`src/rtl/mgsa_pkg.sv`:
```
package mgsa_pkg;

    localparam int SLOT_W   = 6;
    localparam int COUNT_W  = 7;
    localparam int STATUS_W = 2;

    localparam logic [COUNT_W-1:0]  SLOT_COUNT_RESET = 7'd64;

    localparam logic                MODE_ALLOC       = 1'b0;
    localparam logic                MODE_RELEASE     = 1'b1;

    localparam logic [STATUS_W-1:0] STATUS_DONE      = 2'd0;
    localparam logic [STATUS_W-1:0] STATUS_FULL      = 2'd1;
    localparam logic [STATUS_W-1:0] STATUS_NOT_HELD  = 2'd2;

    typedef struct packed {
        logic              mode;
        logic [SLOT_W-1:0] slot_index;
    } req_t;

    typedef struct packed {
        logic [SLOT_W-1:0]   chosen_slot;
        logic [STATUS_W-1:0] status;
    } rsp_t;

    typedef enum logic [2:0] {
        ST_CLEAR,
        ST_IDLE,
        ST_SCAN,
        ST_REL_RD,
        ST_DONE
    } state_t;

    typedef struct packed {
        logic start;
        logic sample;
    } scan_ctl_t;

endpackage

```
`src/rtl/mgsa_ram.sv`:
```
module mgsa_ram #(
    parameter int WIDTH = 1,
    parameter int DEPTH = 64
) (
    input  logic                     clk,
    input  logic                     wr_en,
    input  logic [$clog2(DEPTH)-1:0] wr_addr,
    input  logic [WIDTH-1:0]         wr_data,
    input  logic                     rd_en,
    input  logic [$clog2(DEPTH)-1:0] rd_addr,
    output logic [WIDTH-1:0]         rd_data
);

    logic [WIDTH-1:0] mem [DEPTH];

    always_ff @(posedge clk)
    begin
        if (wr_en)
        begin
            mem[wr_addr] <= wr_data;
        end
        if (rd_en)
        begin
            rd_data <= mem[rd_addr];
        end
    end

endmodule

```
`src/rtl/mgsa_gap.sv`:
```
module mgsa_gap #(
    parameter int MAX_SLOTS = 64
) (
    input  logic                           clk,
    input  logic                           rst_n,
    input  mgsa_pkg::scan_ctl_t            ctl,
    input  logic [$clog2(MAX_SLOTS)-1:0]   sample_idx,
    input  logic                           sample_occ,
    input  logic [$clog2(MAX_SLOTS+1)-1:0] n,
    output logic                           found,
    output logic [$clog2(MAX_SLOTS)-1:0]   pick
);

    import mgsa_pkg::*;

    localparam int IW = $clog2(MAX_SLOTS);
    localparam int CW = $clog2(MAX_SLOTS + 1);

    logic          seen_reg,  seen_next;
    logic          found_reg, found_next;
    logic [IW-1:0] prev_reg,  prev_next;
    logic [IW-1:0] best_reg,  best_next;
    logic [IW-1:0] bestd_reg, bestd_next;

    logic [IW:0]   gap_sum;
    logic [IW-1:0] gap_mid;
    logic [IW-1:0] gap_d;
    logic [IW-1:0] last_idx;
    logic [IW-1:0] end_d;

    always_comb
    begin
        gap_sum = (IW+1)'(prev_reg) + (IW+1)'(sample_idx);
        gap_mid = gap_sum[IW:1];
        gap_d   = gap_mid - prev_reg;

        seen_next  = seen_reg;
        found_next = found_reg;
        prev_next  = prev_reg;
        best_next  = best_reg;
        bestd_next = bestd_reg;

        if (ctl.start)
        begin
            seen_next  = 1'b0;
            found_next = 1'b0;
        end
        else if (ctl.sample && sample_occ)
        begin
            if (!seen_reg)
            begin
                // Slot 0 is free: its distance is the first occupied index.
                if (sample_idx != '0)
                begin
                    best_next  = '0;
                    bestd_next = sample_idx;
                    found_next = 1'b1;
                end
                seen_next = 1'b1;
            end
            else if ((IW+1)'(sample_idx) > (IW+1)'(prev_reg) + (IW+1)'(1))
            begin
                if (!found_reg || gap_d > bestd_reg)
                begin
                    best_next  = gap_mid;
                    bestd_next = gap_d;
                    found_next = 1'b1;
                end
            end
            prev_next = sample_idx;
        end
    end

    always_ff @(posedge clk or negedge rst_n)
    begin
        if (!rst_n)
        begin
            seen_reg  <= 1'b0;
            found_reg <= 1'b0;
        end
        else
        begin
            seen_reg  <= seen_next;
            found_reg <= found_next;
        end
    end

    always_ff @(posedge clk)
    begin
        prev_reg  <= prev_next;
        best_reg  <= best_next;
        bestd_reg <= bestd_next;
    end

    // The far end of the row is weighed once the sweep has finished.
    always_comb
    begin
        last_idx = IW'(n - CW'(1));
        end_d    = last_idx - prev_reg;
        if (!seen_reg)
        begin
            found = 1'b1;
            pick  = '0;
        end
        else if (prev_reg < last_idx && (!found_reg || end_d > bestd_reg))
        begin
            found = 1'b1;
            pick  = last_idx;
        end
        else
        begin
            found = found_reg;
            pick  = best_reg;
        end
    end

endmodule

```
`src/rtl/max_gap_slot_allocator.sv`:
```
// Keeps one occupancy bit per slot in a single-port-read RAM and serves allocate
// and release words. An allocate sweeps the first n slots, one RAM read per cycle,
// where n is slot_count clamped to 1..MAX_SLOTS, then marks the slot it chose; a
// release reads one entry and then clears it if it was held and lies in the row.
// After reset the block clears every entry of the RAM and takes no
// request words during that time; configuration writes are taken at any time.
// A finished result sits in an output register, so the next word is taken while
// the previous result still waits.
module max_gap_slot_allocator #(
    parameter int MAX_SLOTS = 64
) (
    input  logic                            clk,
    input  logic                            rst_n,
    input  logic                            cfg_valid,
    output logic                            cfg_ready,
    input  logic [mgsa_pkg::COUNT_W-1:0]    cfg_data,
    input  logic                            in_valid,
    output logic                            in_ready,
    input  mgsa_pkg::req_t                  in_data,
    output logic                            out_valid,
    input  logic                            out_ready,
    output mgsa_pkg::rsp_t                  out_data
);

    import mgsa_pkg::*;

    localparam int IW   = $clog2(MAX_SLOTS);
    localparam int CW   = $clog2(MAX_SLOTS + 1);
    localparam int NW   = (CW > COUNT_W) ? CW : COUNT_W;
    localparam int CMPW = (CW > SLOT_W) ? CW : SLOT_W;

    state_t state_reg, state_next;

    logic [COUNT_W-1:0] slot_count_reg;
    logic [CW-1:0]      n_reg, n_next;
    req_t               req_reg;
    logic [CW-1:0]      addr_reg, addr_next;
    logic               pend_vld_reg, pend_vld_next;
    logic [IW-1:0]      pend_idx_reg;
    logic               out_valid_reg;
    rsp_t               out_data_reg;

    logic               accept;
    logic               ram_wr_en;
    logic [IW-1:0]      ram_wr_addr;
    logic [0:0]         ram_wr_data;
    logic               ram_rd_en;
    logic [IW-1:0]      ram_rd_addr;
    logic [0:0]         ram_rd_data;

    scan_ctl_t          gap_ctl;
    logic               gap_found;
    logic [IW-1:0]      gap_pick;

    logic               out_free;
    logic               out_load;
    rsp_t               rsp;
    logic               rel_ok;
    logic [NW-1:0]      count_ext;

    mgsa_ram #(
        .WIDTH (1),
        .DEPTH (MAX_SLOTS)
    ) u_occ_ram (
        .clk     (clk),
        .wr_en   (ram_wr_en),
        .wr_addr (ram_wr_addr),
        .wr_data (ram_wr_data),
        .rd_en   (ram_rd_en),
        .rd_addr (ram_rd_addr),
        .rd_data (ram_rd_data)
    );

    mgsa_gap #(
        .MAX_SLOTS (MAX_SLOTS)
    ) u_gap (
        .clk        (clk),
        .rst_n      (rst_n),
        .ctl        (gap_ctl),
        .sample_idx (pend_idx_reg),
        .sample_occ (ram_rd_data[0]),
        .n          (n_reg),
        .found      (gap_found),
        .pick       (gap_pick)
    );

    assign cfg_ready = 1'b1;
    assign out_valid = out_valid_reg;
    assign out_data  = out_data_reg;
    assign out_free  = !out_valid_reg || out_ready;
    assign accept    = in_valid && in_ready;

    // Clamp the configured count into 1..MAX_SLOTS.
    always_comb
    begin
        count_ext = NW'(slot_count_reg);
        if (count_ext == '0)
        begin
            n_next = CW'(1);
        end
        else if (count_ext > NW'(MAX_SLOTS))
        begin
            n_next = CW'(MAX_SLOTS);
        end
        else
        begin
            n_next = CW'(count_ext);
        end
    end

    always_comb
    begin
        state_next = state_reg;
        unique case (state_reg)
            ST_CLEAR:
            begin
                if (addr_reg == CW'(MAX_SLOTS - 1))
                begin
                    state_next = ST_IDLE;
                end
            end
            ST_IDLE:
            begin
                if (in_valid)
                begin
                    state_next = (in_data.mode == MODE_ALLOC) ? ST_SCAN : ST_REL_RD;
                end
            end
            ST_SCAN:
            begin
                if (addr_reg == n_reg)
                begin
                    state_next = ST_DONE;
                end
            end
            ST_REL_RD:
            begin
                state_next = ST_DONE;
            end
            ST_DONE:
            begin
                if (out_free)
                begin
                    state_next = ST_IDLE;
                end
            end
            default:
            begin
                state_next = ST_CLEAR;
            end
        endcase
    end

    always_comb
    begin
        in_ready      = 1'b0;
        ram_rd_en     = 1'b0;
        ram_rd_addr   = addr_reg[IW-1:0];
        ram_wr_en     = 1'b0;
        ram_wr_addr   = addr_reg[IW-1:0];
        ram_wr_data   = 1'b0;
        gap_ctl       = '0;
        out_load      = 1'b0;
        pend_vld_next = 1'b0;
        addr_next     = addr_reg;
        rel_ok        = (CMPW'(req_reg.slot_index) < CMPW'(n_reg)) && ram_rd_data[0];
        rsp           = '0;

        if (req_reg.mode == MODE_ALLOC)
        begin
            rsp.chosen_slot = gap_found ? SLOT_W'(gap_pick) : '0;
            rsp.status      = gap_found ? STATUS_DONE : STATUS_FULL;
        end
        else
        begin
            rsp.chosen_slot = req_reg.slot_index;
            rsp.status      = rel_ok ? STATUS_DONE : STATUS_NOT_HELD;
        end

        unique case (state_reg)
            ST_CLEAR:
            begin
                ram_wr_en = 1'b1;
                addr_next = addr_reg + CW'(1);
            end
            ST_IDLE:
            begin
                in_ready      = 1'b1;
                gap_ctl.start = 1'b1;
                addr_next     = '0;
            end
            ST_SCAN:
            begin
                gap_ctl.sample = pend_vld_reg;
                if (addr_reg < n_reg)
                begin
                    ram_rd_en     = 1'b1;
                    pend_vld_next = 1'b1;
                    addr_next     = addr_reg + CW'(1);
                end
            end
            ST_REL_RD:
            begin
                ram_rd_en   = 1'b1;
                ram_rd_addr = IW'(req_reg.slot_index);
            end
            ST_DONE:
            begin
                if (out_free)
                begin
                    out_load = 1'b1;
                    if (req_reg.mode == MODE_ALLOC)
                    begin
                        ram_wr_en   = gap_found;
                        ram_wr_addr = gap_pick;
                        ram_wr_data = 1'b1;
                    end
                    else
                    begin
                        ram_wr_en   = rel_ok;
                        ram_wr_addr = IW'(req_reg.slot_index);
                        ram_wr_data = 1'b0;
                    end
                end
            end
            default:
            begin
                in_ready = 1'b0;
            end
        endcase
    end

    always_ff @(posedge clk or negedge rst_n)
    begin
        if (!rst_n)
        begin
            state_reg      <= ST_CLEAR;
            slot_count_reg <= SLOT_COUNT_RESET;
            addr_reg       <= '0;
            pend_vld_reg   <= 1'b0;
            out_valid_reg  <= 1'b0;
        end
        else
        begin
            state_reg    <= state_next;
            addr_reg     <= addr_next;
            pend_vld_reg <= pend_vld_next;
            if (cfg_valid && cfg_ready)
            begin
                slot_count_reg <= cfg_data;
            end
            if (out_load)
            begin
                out_valid_reg <= 1'b1;
            end
            else if (out_ready)
            begin
                out_valid_reg <= 1'b0;
            end
        end
    end

    always_ff @(posedge clk)
    begin
        pend_idx_reg <= addr_reg[IW-1:0];
        if (accept)
        begin
            req_reg <= in_data;
            n_reg   <= n_next;
        end
        if (out_load)
        begin
            out_data_reg <= rsp;
        end
    end

    assert property (@(posedge clk) disable iff (!rst_n)
        ram_wr_en |-> (state_reg == ST_CLEAR || state_reg == ST_DONE))
        else $error("occupancy RAM written outside clearing or completion");

    assert property (@(posedge clk) disable iff (!rst_n)
        state_reg == ST_CLEAR |-> !in_ready)
        else $error("request word taken during clearing pass");

    assert property (@(posedge clk) disable iff (!rst_n)
        (state_reg == ST_DONE && req_reg.mode == MODE_ALLOC && gap_found)
            |-> (CW'(gap_pick) < n_reg))
        else $error("allocated slot lies beyond the row");

    assert property (@(posedge clk) disable iff (!rst_n)
        out_valid_reg |-> (out_data_reg.status == STATUS_DONE
                           || out_data_reg.status == STATUS_FULL
                           || out_data_reg.status == STATUS_NOT_HELD))
        else $error("result word carries an undefined status");

    assert property (@(posedge clk) disable iff (!rst_n)
        (state_reg == ST_SCAN && addr_reg == n_reg) |-> pend_vld_reg)
        else $error("sweep ended without the last slot in flight");

endmodule
```
`config.mk`:
```
export PLATFORM = sky130hd
export DESIGN_NAME = max_gap_slot_allocator
export DESIGN_NICKNAME = d
export VERILOG_FILES = /design/src/rtl/mgsa_pkg.sv /design/src/rtl/mgsa_ram.sv /design/src/rtl/mgsa_gap.sv /design/src/rtl/max_gap_slot_allocator.sv
export SDC_FILE = /design/constraint.sdc
export NUM_CORES = 1
export LEC_CHECK = 0
export ABC_AREA = 1
export BUFFER_PORTS_ARGS = -buffer_cell sky130_fd_sc_hd__buf_2
export CELL_PAD_IN_SITES_DETAIL_PLACEMENT = 0
export CELL_PAD_IN_SITES_GLOBAL_PLACEMENT = 1
export CORE_UTILIZATION = 43
export DETAILED_ROUTE_END_ITERATION = 16
export PLACE_DENSITY_LB_ADDON = 0.1
export SYNTH_ARGS = -nofsm -noshare
export SYNTH_HDL_FRONTEND = slang
export SYNTH_SLANG_ARGS = --single-unit
export TNS_END_PERCENT = 5
```
`constraint.sdc`:
```
create_clock -name clk -period 12 [get_ports clk]
set_input_delay 2.4 -clock clk [delete_from_list [all_inputs] [get_ports clk]]
set_output_delay 2.4 -clock clk [all_outputs]
set_load 0.005 [all_outputs]
```
== Word level (Yosys, flattened, before mapping) ==
Memories as Yosys holds them, arrays and structs flattened. A register that Yosys moved wholly into a read port is not among the register bits.
Index checks and enable logic that the tools add are counted.
Widths: inputs -> output; s select.

* Flip-flop bits (word level): 67
* Bits in latches: 0
* Memory bits (writable): 64
* Memory bits (read-only): 0
* Bits of input ports: 19
* Output and inout bits: 11
* Word-level logic and storage cells: 124
* Memories: 1

* Add/subtract/negate cells: 6
* Multiply operators: 0
* Divide/modulo/power cells: 0
* Magnitude comparators: 7
* Eq/ne operators: 15
* Shifts and indexed selects: 0
* Multiplexer cells: 54
* Bitwise operators: 1
* Reduce and logical (&&, ||, !) cells: 23

{| class="wikitable"
|+ Memories
! name !! words !! bits a word !! rd ports !! clocked after Yosys merged registers in !! wr ports !! line !! text
|-
| u_occ_ram.mem || 64 || 1 || 1 || 1 || 1 || mgsa_ram.sv:14 || <nowiki>logic [WIDTH-1:0] mem [DEPTH];</nowiki>
|}

{| class="wikitable"
|+ Operator list
! operator !! count
|-
| $mux 6 || 15
|-
| $mux 1 || 27
|-
| $pmux 7 s3 || 1
|-
| $pmux 3 s5 || 1
|-
| $mux 7 || 2
|-
| $ne 2x2->1 const B || 7
|-
| $gt 6x6->1 || 2
|-
| $mux 3 || 4
|-
| $sub 6x6->6 || 2
|-
| $mux 8 || 1
|-
| $reduce_and 4->1 || 2
|-
| $add 6x1->7 const B || 1
|-
| $add 6x6->7 || 1
|-
| $add 7x1->7 const B || 1
|-
| $eq 7x6->1 const B || 1
|-
| $eq 7x7->1 || 1
|-
| $gt 6x7->1 || 1
|-
| $gt 7x7->1 const B || 1
|-
| $logic_not 7->1 || 1
|-
| $lt 6x7->1 || 1
|-
| $lt 7x7->1 || 1
|-
| $eq 3x2->1 const B || 2
|-
| $lt 6x6->1 || 1
|-
| $ne 3x3->1 const B || 2
|-
| other kinds (16) || 27
|}

== Depth between registers and ports, before layout ==
* Word-level depth: 12
* Mapped depth: 28
* Depth with buffers taken out: 28

== Modules after synthesis ==
Synthesis repeated with hierarchy kept, for this count alone.

* Cells, all modules: 905
* Area total of the unflattened synthesis: 7754.9 um^2

{| class="wikitable"
|+ Modules (own cells, without submodules)
! module !! times used !! cells an instance !! area each (um^2) !! seq. area each (um^2)
|-
| mgsa_ram || 1 || 314 || 3055.4 || 1951.9
|-
| max_gap_slot_allocator || 1 || 293 || 2472.4 || 1257.5
|-
| mgsa_gap || 1 || 298 || 2227.1 || 590.6
|}

== Worst setup path before layout ==
Ideal clock, no wire load.

* Path kind: input-to-reg
* Start: in out_ready
* End: mem u_occ_ram.mem[0] (data pin)
* Data arrival time: 4388 ps
* Required time: 11501 ps
* Path slack: 7113 ps
* Stages on the path: 4
* Path buffers: 0
* Path through: nor2_1 -> nor2_8 -> inv_4 -> nor2_1

* Word-level cells in the longest chain between the ends: 3

{| class="wikitable"
|+ RTL lines
! item !! line !! text
|-
| from (decl) || max_gap_slot_allocator.sv:21 || <nowiki>input logic out_ready,</nowiki>
|-
| $logic_or 1x1->1 || max_gap_slot_allocator.sv:90 || <nowiki>assign out_free = !out_valid_reg || out_ready;</nowiki>
|-
| $mux 1 || max_gap_slot_allocator.sv:209 || <nowiki>if (out_free)</nowiki>
|-
| $mux 1 || max_gap_slot_allocator.sv:180 || <nowiki>unique case (state_reg)</nowiki>
|-
| via ram_wr_data || max_gap_slot_allocator.sv:46 || <nowiki>logic [0:0] ram_wr_data;</nowiki>
|-
| to (decl) || mgsa_ram.sv:14 ||
|}

The timed path passes the listed nets, and every way through them passes these cells.

== Worst setup path in the final report ==
* Start: reg u_gap.prev_reg[2]
* End: reg u_gap.best_reg[1] (enable)

* Word-level cells in the longest chain between the ends: 6
* Elaborated cells on any way between the ends: 9
* Classes of those cells: 3 x add/sub; 2 x order compare; 2 x eq/ne; 2 x reduce/logical

{| class="wikitable"
|+ RTL lines
! item !! line !! text
|-
| from (decl) || mgsa_gap.sv:21 || <nowiki>logic [IW-1:0] prev_reg, prev_next;</nowiki>
|-
| from (signal assigned) || mgsa_gap.sv:90 || <nowiki>prev_reg <= prev_next;</nowiki>
|-
| $add 6x6->7 || mgsa_gap.sv:33 || <nowiki>gap_sum = (IW+1)'(prev_reg) + (IW+1)'(sample_idx);</nowiki>
|-
| via u_gap.gap_sum[3] || mgsa_gap.sv:25 || <nowiki>logic [IW:0] gap_sum;</nowiki>
|-
| $sub 6x6->6 || mgsa_gap.sv:35 || <nowiki>gap_d = gap_mid - prev_reg;</nowiki>
|-
| $gt 6x6->1 || mgsa_gap.sv:63 || <nowiki>if (!found_reg || gap_d > bestd_reg)</nowiki>
|-
| $logic_or 1x1->1 || mgsa_gap.sv:63 ||
|-
| $ne 2x2->1 (no line) || -- ||
|-
| $reduce_and 5->1 (no line) || -- ||
|-
| to (signal assigned) || mgsa_gap.sv:91 || <nowiki>best_reg <= best_next;</nowiki>
|-
| to (decl) || mgsa_gap.sv:22 || <nowiki>logic [IW-1:0] best_reg, best_next;</nowiki>
|}

The timed path passes the listed nets, and every way through them passes these cells.
A chain may end at the register's enable or synchronous reset.

==> results.json <==
{
  "critical_path_class": "flip-flop to flip-flop",
  "synthArstFlopShare_pct": 15.9,
  "status": "finished, final reports clean",
  "clock-sinks": 132,
  "slew_headroom_pct": 16.4,
  "die_y_um": 135,
  "totalWireLength_um": 18100,
  "synthCells": 822,
  "r2r_end": "u_gap.best_reg[1]",
  "tightestPinTransition_ns": 1.25,
  "leakagePower_nw": 3.66,
  "period_minus_slack_ns": 5.13,
  "ys_seq_area_share_pct": 49.7,
  "dpl_worst_slack_ns": 6.89,
  "viasPerCell": 5.21,
  "placed_area_sq_um": 8040,
  "final_util_pct": 49.7,
  "setup_ws_ns": 6.87,
  "ctsResizeCount": 0,
  "worstPathMaxFanout": 13,
  "clock_skew_ns": 0.00817,
  "crit_required_ns": 12.03,
  "antenna_found_initial": 0,
  "synth_nets": 894,
  "largest_reg_flops": 64,
  "layout.cells.non_filler": 1095,
  "dp.cells": 1063,
  "yosysWarnings": 0,
  "synth_edf_count": 105,
  "port_buffers": 28,
  "syn_to_final_growth_pct": 12.8,
  "cts_root_buffer": "clkbuf_16",
  "whs_endpoint": "pend_idx_reg[5]",
  "num_antenna_cells": 0,
  "fp.coreArea_sq_um": 17400,
  "n_fill_cell": 1601,
  "synthTopCellsByArea": "edfxtp_1 (41%), ha_1 (8.2%), dfrtp_1 (6.5%), inv_1 (5.9%), nand2_1 (5.8%)",
  "synthTopCellsByCount": "inv_1 (120), nand2_1 (118), edfxtp_1 (105)",
  "cts.path.max_buffers": 2,
  "vias": 5700,
  "clk_latency_ns": 0.42,
  "wl_per_cell_um": 16.6,
  "rows": 48,
  "max_cap_viol_count": 0,
  "maxSlewViolCount": 0,
  "grt_overflow": 0,
  "min_from": "addr_reg[5]",
  "synth_most_common_cell": "inv_1",
  "start_kind": "flip-flop",
  "io-pin-count": 30,
  "synthesis.area_sq_um": 7650,
  "start_util_pct": 44.1,
  "worstRegToRegCells": 23,
  "drt_pre_antenna_iters": 5,
  "rr_startpoint": "u_gap.prev_reg[2]",
  "worstPathArrival_ns": 5.16,
  "synth_top_area_share_pct": 41.2,
  "vdd_drop_max_mv": 0.117,
  "finalCritPeriodShare_pct": 42.8,
  "clkTransAtPathRegs_ns": 0.06,
  "drc": 0,
  "first_global_vias": 5728,
  "r2r_slack_ns": 6.87,
  "holdWs_ns": 0.506,
  "grt_max_degree": 65,
  "max_freq_ghz": 0.195,
  "finalSetupTns_ns": 0,
  "hold_violations": 0,
  "drtIter0Drc": 463,
  "ys_types": 50,
  "netlist.top_cell.by_area": "edfxtp_1",
  "cts_hold_buf": 0,
  "rsz0062_at_grt": "false",
  "end_kind": "flip-flop",
  "antenna_left": 0,
  "power_density_nw_per_um2": 235,
  "hold_depth": 0,
  "track_usage_pct": 21.6,
  "layout-drive-gt1-share_pct": 13.7,
  "ys_dominant_reg_cell": "edfxtp_1",
  "final_area_sq_um": 8630,
  "hold_class": "flip-flop to flip-flop",
  "power_mw": 2.03,
  "place_congestion": 0.864,
  "grt_pass1_wl_um": 29500,
  "htree_levels": 4,
  "cts-buffers-inserted": 17,
  "ys_seq_elements": 132,
  "hpwl_um": 13300,
  "post_cts_buffers": 0,
  "cts_tree": "yes",
  "fin_nets": 929,
  "syn_avg_cell_area_sq_um": 9.30,
  "die_x_um": 135,
  "finalSetupViolCount": 0,
  "dieArea_sq_um": 18300
}
[layer usage]
metal	GRT usage (%)	wire, um
met5	0	0
met4	7.49	369
met3	4.45	792
met2	33.9	8230
met1	29.5	8750
[layout make-up]
cell class	count	area (sq um)	share of cell area (%)
timing repair buffer	31	163	1.89
sequential	132	3800	44.1
multi-input combinational	549	3310	38.4
tap	225	282	3.26
clock buffer	19	433	5.02
clock inverter	13	158	1.83
inverter	126	478	5.54
[critical path, stage by stage (launching register included)]
cell and delay (ns):
edfxtp_1 0.47, ha_1 0.37, a21oi_1 0.16, and2_1 0.17, xor2_1 0.20, inv_1 0.07, ha_1 0.33, a21oi_1 0.13
o21ai_0 0.14, nand2_1 0.09, nand2_1 0.04, a21oi_1 0.15, xor2_1 0.18, xor2_1 0.19, inv_1 0.06, ha_1 0.29
nand2_1 0.08, nor2_1 0.15, o21ai_0 0.12, o211ai_1 0.11, o21ai_0 0.15, nand3_1 0.09, nand3_1 0.07, a21oi_1 0.93
[worst max-delay path by stage]
| stage | start | end | cells after the start |
|---|---|---|---|
| 2_1_floorplan | out_ready | u_occ_ram.mem[0] | 4 |
| 4_1_cts | u_gap.prev_reg[2] | u_gap.best_reg[1] | 23 |
| 3_3_place_gp | u_gap.prev_reg[1] | u_gap.best_reg[0] | 23 |
| 6_report | u_gap.prev_reg[2] | u_gap.best_reg[1] | 23 |
| 5_1_grt | u_gap.prev_reg[2] | u_gap.best_reg[5] | 23 |
| 3_5_place_dp | u_gap.prev_reg[2] | u_gap.best_reg[5] | 23 |
[placed cells by master, fill, tap and decap left out, types with 3 or more instances in the layout]
master	instances
inv_1	120
o211ai_1	9
inv_2	3
nand2_1	118
xor2_1	10
clkinv_1	3
bufinv_16	3
ha_1	50
dfrtp_1	20
nand4_1	6
o21ai_2	3
dfxtp_1	6
buf_4	3
nand3_1	55
nand2_2	10
a21oi_1	47
a21oi_4	3
buf_2	28
nand2_4	4
edfxtp_1	105
fa_1	3
nor3_1	5
clkbuf_16	17
nand3_4	6
nand3_2	11
xnor2_1	9
o21ai_0	67
nor2_2	7
nor2_1	101
[report_power, final]
| group | internal, mW | total (mW) | switching, mW |
|---|---|---|---|
| logic | 0.280 | 0.883 | 0.603 |
| clock network | 0.326 | 0.519 | 0.194 |
| registers | 0.570 | 0.626 | 0.0561 |
| total | 1.18 | 2.03 | 0.852 |
[cell families after synthesis]
| family | Yosys count | synth area share, % |
|---|---|---|
| AOI/OAI and AO/OA | 140 | 10.3 |
| buffers and inverters | 141 | 7.15 |
| DFF | 132 | 49.7 |
| xor gates and xnor gates | 19 | 2.18 |
| adders and majority gates | 53 | 8.96 |
| and+or+nand+nor | 336 | 21.7 |
| other | 1 | 0.0490 |
Power figures use the tool's default switching activity.
